`config.mk`:
```
export PLATFORM = sky130hd
export DESIGN_NAME = tch_ctrl
export DESIGN_NICKNAME = d
export VERILOG_FILES = /design/src/rtl/tch_pkg.sv /design/src/rtl/tch_ctrl.sv
export SDC_FILE = /design/constraint.sdc
export NUM_CORES = 1
export LEC_CHECK = 0
export BUFFER_PORTS_ARGS = -buffer_cell sky130_fd_sc_hd__buf_2
export CAP_MARGIN = 20
export CORE_MARGIN = 2
export CORE_UTILIZATION = 40
export DETAILED_ROUTE_END_ITERATION = 8
export HOLD_SLACK_MARGIN = 0.1
export PLACE_DENSITY_LB_ADDON = 0.08
export REMOVE_ABC_BUFFERS = 1
export SETUP_SLACK_MARGIN = 0.1
export SYNTH_ARGS = -nofsm -noshare
export SYNTH_HDL_FRONTEND = slang
export SYNTH_SLANG_ARGS = --single-unit
export TNS_END_PERCENT = 20
```
`constraint.sdc`:
```
create_clock -name clk -period 1.7 [get_ports clk]
set_input_delay 0.085 -clock clk [delete_from_list [all_inputs] [get_ports clk]]
set_output_delay 0.085 -clock clk [all_outputs]
set_load 0.05 [all_outputs]
```
`src/rtl/tch_pkg.sv`:
```
`timescale 1ns / 1ps
// shared constants, codes and controller/datapath interface types
// for the triplet cluster histogram; no dependencies
package tch_pkg;

  localparam int MAX_CLUSTERS = 16;
  localparam int MAX_GENES    = 1024;
  localparam int COUNT_W      = 32;

  localparam int ACTION_W = 2;
  localparam int GENE_W   = 11;
  localparam int MASK_W   = 16;
  localparam int IDX_W    = 4;
  localparam int ACT_W    = 5;

  localparam int CL_W       = $clog2(MAX_CLUSTERS);
  localparam int GADDR_W    = $clog2(MAX_GENES);
  localparam int HIST_AW    = 3 * CL_W;
  localparam int HIST_DEPTH = MAX_CLUSTERS * MAX_CLUSTERS * MAX_CLUSTERS;
  localparam int CMP_W      = (ACT_W > CL_W + 1) ? ACT_W : CL_W + 1;

  localparam logic [ACT_W-1:0] ACT_RESET = ACT_W'(16);

  localparam logic [ACTION_W-1:0] ACT_LOAD = 2'd0;
  localparam logic [ACTION_W-1:0] ACT_ADD  = 2'd1;
  localparam logic [ACTION_W-1:0] ACT_READ = 2'd2;

  typedef enum logic [3:0] {
    ST_CLEAR,
    ST_IDLE,
    ST_DECODE,
    ST_MEM_A,
    ST_MEM_B,
    ST_MEM_C,
    ST_SETUP,
    ST_WALK_RD,
    ST_WALK_WR,
    ST_HIST_RD,
    ST_RESP
  } state_t;

  typedef struct packed {
    logic capture;
    logic clr_wr;
    logic mem_wr;
    logic rd_a;
    logic rd_b;
    logic rd_c;
    logic cap_ma;
    logic cap_mb;
    logic setup;
    logic walk_rd;
    logic walk_wr;
    logic hist_rd;
    logic out_load;
  } cmd_t;

  typedef struct packed {
    logic                clr_last;
    logic [ACTION_W-1:0] action;
    logic                genes_ok;
    logic                batch_end;
    logic                setup_empty;
    logic                walk_last;
    logic                out_free;
  } status_t;

endpackage

```
`src/rtl/tch_ctrl.sv`:
```
`timescale 1ns / 1ps
// control state machine: clearing pass, item decode, mask fetch, combination walk,
// histogram read and response; depends on tch_pkg
module tch_ctrl import tch_pkg::*; (
  input  logic    clk,
  input  logic    rst_n,
  input  logic    in_valid,
  output logic    in_ready,
  input  status_t status,
  output cmd_t    cmd,
  output state_t  fsm_state
);

  state_t state_r;
  state_t state_nxt;
  logic   need_result;

  assign need_result = (status.action == ACT_READ) ||
                       ((status.action == ACT_ADD) && status.batch_end);

  always_ff @(posedge clk) begin
    if (!rst_n) begin
      state_r <= ST_CLEAR;
    end else begin
      state_r <= state_nxt;
    end
  end

  always_comb begin
    state_nxt = state_r;
    case (state_r)
      ST_CLEAR: begin
        if (status.clr_last) state_nxt = ST_IDLE;
      end
      ST_IDLE: begin
        if (in_valid) state_nxt = ST_DECODE;
      end
      ST_DECODE: begin
        case (status.action)
          ACT_LOAD: state_nxt = ST_IDLE;
          ACT_ADD:  state_nxt = status.genes_ok ? ST_MEM_A : ST_RESP;
          ACT_READ: state_nxt = ST_HIST_RD;
          default:  state_nxt = ST_IDLE;
        endcase
      end
      ST_MEM_A:   state_nxt = ST_MEM_B;
      ST_MEM_B:   state_nxt = ST_MEM_C;
      ST_MEM_C:   state_nxt = ST_SETUP;
      ST_SETUP:   state_nxt = status.setup_empty ? ST_RESP : ST_WALK_RD;
      ST_WALK_RD: state_nxt = ST_WALK_WR;
      ST_WALK_WR: state_nxt = status.walk_last ? ST_RESP : ST_WALK_RD;
      ST_HIST_RD: state_nxt = ST_RESP;
      ST_RESP: begin
        if (!need_result || status.out_free) state_nxt = ST_IDLE;
      end
      default: state_nxt = ST_IDLE;
    endcase
  end

  always_comb begin
    cmd      = '0;
    in_ready = 1'b0;
    case (state_r)
      ST_CLEAR:   cmd.clr_wr = 1'b1;
      ST_IDLE: begin
        in_ready    = 1'b1;
        cmd.capture = in_valid;
      end
      ST_DECODE:  cmd.mem_wr = (status.action == ACT_LOAD);
      ST_MEM_A:   cmd.rd_a = 1'b1;
      ST_MEM_B: begin
        cmd.rd_b   = 1'b1;
        cmd.cap_ma = 1'b1;
      end
      ST_MEM_C: begin
        cmd.rd_c   = 1'b1;
        cmd.cap_mb = 1'b1;
      end
      ST_SETUP:   cmd.setup = 1'b1;
      ST_WALK_RD: cmd.walk_rd = 1'b1;
      ST_WALK_WR: cmd.walk_wr = 1'b1;
      ST_HIST_RD: cmd.hist_rd = 1'b1;
      ST_RESP:    cmd.out_load = need_result && status.out_free;
      default:    cmd = '0;
    endcase
  end

  assign fsm_state = state_r;

endmodule

```
* Word-level counts from Yosys, hierarchy flattened
Cells that the tools add are included.
Storage, ports and cells: register bits 4, input port bits 11, output and inout bits 18, logic and storage cells 44
Operators by class: equal/unequal tests 15, muxes and demuxes 20, reduce and logical (&&, ||, !) cells 8
Operators by type and width (count):
- $pmux 4 s11 | 1
- $mux 4 | 6
- $eq 4x3->1 const B | 4
- $eq 4x4->1 const B | 3
- $mux 1 | 12
- $eq 4x2->1 const B | 2
- $pmux 4 s2 | 1
- $ne 2x2->1 const B | 3
- $eq 4x1->1 const B | 1
- $logic_not 4->1 | 1
- $reduce_and 3->1 | 1
- $eq 2x1->1 const B | 1
- $eq 2x2->1 const B | 1
- $logic_and 1x1->1 | 2
- $logic_not 2->1 | 1
- $logic_or 1x1->1 | 2
- $logic_not 1->1 | 1

* Longest topological paths before layout
depth in word-level cells 7, mapped depth 6

* Least setup slack after synthesis
Ideal clock, no wire load.
path type register -> output, start reg state_r[2] (netlist: fsm_state[2]), end out cmd[0] in the netlist's numbering, data arrival time 2.635 ns, data required time 1.615 ns, setup slack -1.020 ns, stages on the path, launching flop included 4, buffers on the path 1, cells stage by stage dfxtp_1 buf_6 nand2b_2 nor4b_1
RTL lines:
- from (decl) | RTL line tch_ctrl.sv:14 | state_t state_r;
- from (signal assigned) | RTL line tch_ctrl.sv:25 | state_r <= state_nxt;
- to (decl) | RTL line tch_ctrl.sv:10 | output cmd_t cmd,

==> results.md <==
- Outcome: finished clean
- Max Cap Violations: 0
- Hold Path Class: input port to flop
- IO Port Bufs: 28
- Switching part of the total: 40.93%
- Final setup margin: 0.1737 ns
- Die ar.: 0.001634 sq mm
- First-pass GRT wire length: 1.566 mm
- Reg2reg end: fsm_state[0]
- Max reg flops: 4
- Hold path cells: 3
- Drt wl/cell: 11.30 um
- Async SR Flop Fraction: 0%
- Layout cell share with drive strength beyond 1: 49.45%
- Period Utilization, post-route: 89.78%
- Busiest metal layer after global routing: met2
- Synth Cell Area: 530.5 sq um
- DRT Pass-1 Iters: 3
- Later-pin clock latency in the skew report: 0.23 ns
- Total power divided by cell area: 585.5 mW/mm^2
- Critical Path AT: 1.44 ns
- Leak: 0.3497 nW
- Largest net degree at the start of global routing: 14
- H-Tree Depth: 1
- Synth cell count leaders: nor2_1 (7), nand2_1 (5), dfxtp_1 (4), nand2b_1 (4), nor3_1 (4)
- Class of the most critical setup path: flop to primary output
- Routability Congestion: 0.7890
- Total power: 0.4044 mW
- EDFF count, synth: 0
- Most instantiated library cell after synthesis: nor2_1
- CP max-delay cell: dfxtp_1
- Drt total wl: 1.198 mm
- DRT iter0 DRCs: 8
- Final Net Count: 107
- Crit path max fanout: 6
- Top cells by area, synth: dfxtp_1 (15%), ha_1 (7.1%), buf_6 (6.4%)
- Primary FF master, synth: dfxtp_1
- Gate power share: 43.4%
- Clock share of power: 27.8%
- CTS sink cnt: 4
- Layout Skew: 0.001822 ns
- Critical Path Start Type: flop
- GRT met2 Usage: 22.62%
- Io pins: 29
- CP Cell Sequence: buf_4 -> nand2b_4 -> nor3_2 -> clkbuf_4
- Worst path max stage delay: 0.43 ns
- Internal cell power: 0.2389 mW
- Starting Density: 41.81%
- Crit-path leading delay family: buffers and inverters
- Total CTS buffers: 3
- Slew @ Worst Pin: 0.3025 ns
- Util after Layout: 54.44%
- Seq pwr share: 28.8%
- Reg area: 82.58 sq um
- Required time of the critical path: 1.62 ns
- Final setup fails: 0
- Met3 Usage GRT: 1.667%
- GRT Util Overall: 13.70%
- P&R area growth vs syn: 30.19%
- Std-Cell Rows: 13
- Minimum clock period: 1.526 ns
- Hpwl dp: 958.4 um
- R2r startpoint: fsm_state[2]
- Initial antenna violation count: 0
- Synthesis-stage register bit count: 4
- Place WS: 0.2875 ns
- Reg2reg setup slack: 0.33 ns
- Reg2Reg Depth: 5
- Die height: 40.42 um
- Fillers: 127
- Vias in the first global route: 371
- CTS clk-pin slew, worst paths: 0.04 ns
- P_sw: 0.1655 mW
- # DRC: 0
- Seq/Total Area, Yosys: 15.09%
- Worst Hold Launch: rst_n
- Synth Area per Inst: 8.421 sq um
- Clock root cell: clkbuf_4
- Drt via density: 5.057
- Synth top area share: 15.09%
- RSZ-0062 raised after global routing: yes
- Area leader, netlist: dfxtp_1
- Max clock buf depth: 2
- Via Count: 536
- Multi-input logic area: 386.6 sq um
- VDD IR max: 0.2833 mV
- YS warnings: 0
- Core area: 0.001269 sq mm
- Worst Path Buf+Inv: 2
- Die width: 40.42 um
- Distinct cells, synth: 33
- Max-slew violations: 0
- Hold-fix buffers at CTS: 0
- Hold Fails Final Rpt: 0
- Mapped Cells: 63
- CTS tree: built
- # Post-CTS Setup Buffers: 0
- GR Util met1: 18.89%
- Grt total ovfl: 0
- Worst Setup End Kind: primary output
- Antenna Cells: 0
- Fmax: 655.2 MHz
- # resized after CTS: 1
- Hold endpoint: fsm_state[1]
- Rel. slew slack: 79.84%
- Antenna-violating nets left: 0
[routing by layer]
layer	share of wire, %	routed length (um)
met4	0	0
met5	0	0
met1	50	594
met2	42	503
met3	8.3	100
[worst register-to-register path, stage by stage (launching register included)]
cell and delay [ns]:
dfxtp_1 0.43, buf_4 0.20, nand2b_4 0.09, nor3b_2 0.15, o21bai_1 0.11, a311oi_1 0.28
[how the worst max path moves through the flow]
| stage | from | end | slack, ns | cells past startpoint |
|---|---|---|---|---|
| finish | fsm_state[2] | cmd[8] | 0.17 | 4 |
| global route | fsm_state[1] | cmd[12] | 0.07 | 4 |
| CTS | fsm_state[0] | cmd[12] | 0.13 | 4 |
| detailed placement | fsm_state[1] | cmd[10] | 0.29 | 4 |
| global placement | fsm_state[1] | cmd[10] | 0.31 | 4 |
| floorplan | fsm_state[3] | cmd[0] | -1.12 | 2 |
[through the flow]
stage               cells  TNS, ns  hold slack (ns)  cell area (sq um)
finish                106        0           0.1268              690.7
global placement      103        0           0.3547              655.6
global route          106        0           0.1269              690.7
CTS                   106        0           0.1227              679.4
detailed placement    103        0           0.3541              655.6
floorplan              57   -7.729           0.1996              474.2
[power by group through the flow]
stage / combinational (mW) / clock, mW / sequential [mW]
final: 0.176 / 0.112 / 0.116
after global routing: 0.188 / 0.125 / 0.118
after CTS: 0.174 / 0.116 / 0.115
after detailed placement: 0.174 / 0 / 0.116
after global placement: 0.173 / 0 / 0.116
after floorplan: 0.104 / 0 / 0.136
[logic make-up (layout without fill, tap and decap cells)]
logic type	after synthesis	count (layout)	share of synthesized area [%]
DFF	4	4	15.09
adders and majority gates	3	3	7.076
and+or+nand+nor	35	35	46.23
muxes	1	1	1.887
buffers and inverters	8	36	12.03
AOI/OAI and AO/OA	12	12	17.69
[layout by cell type, fill, tap and decap left out, types with 2 or more instances in the layout]
master    synthesis  layout
nand2b_1          4       4
nor2_1            7       7
buf_4             2       4
ha_1              3       3
a21oi_1           2       2
nand2b_4          2       2
buf_2             0      24
inv_1             2       2
clkbuf_4          1       6
dfxtp_1           4       2
nand2_1           5       5
dfxtp_2           0       2
and2_1            2       2
nor3_1            4       4
nor3_2            3       3
[cell type report]
class,count,area share (%)
flip-flops and latches,4,11.96
well taps,15,2.717
multi-input cells,51,55.98
clock buffers,3,3.261
repair buffers,31,25.00
inverters,2,1.087
Note: power is estimated with default switching activity, not from simulation.
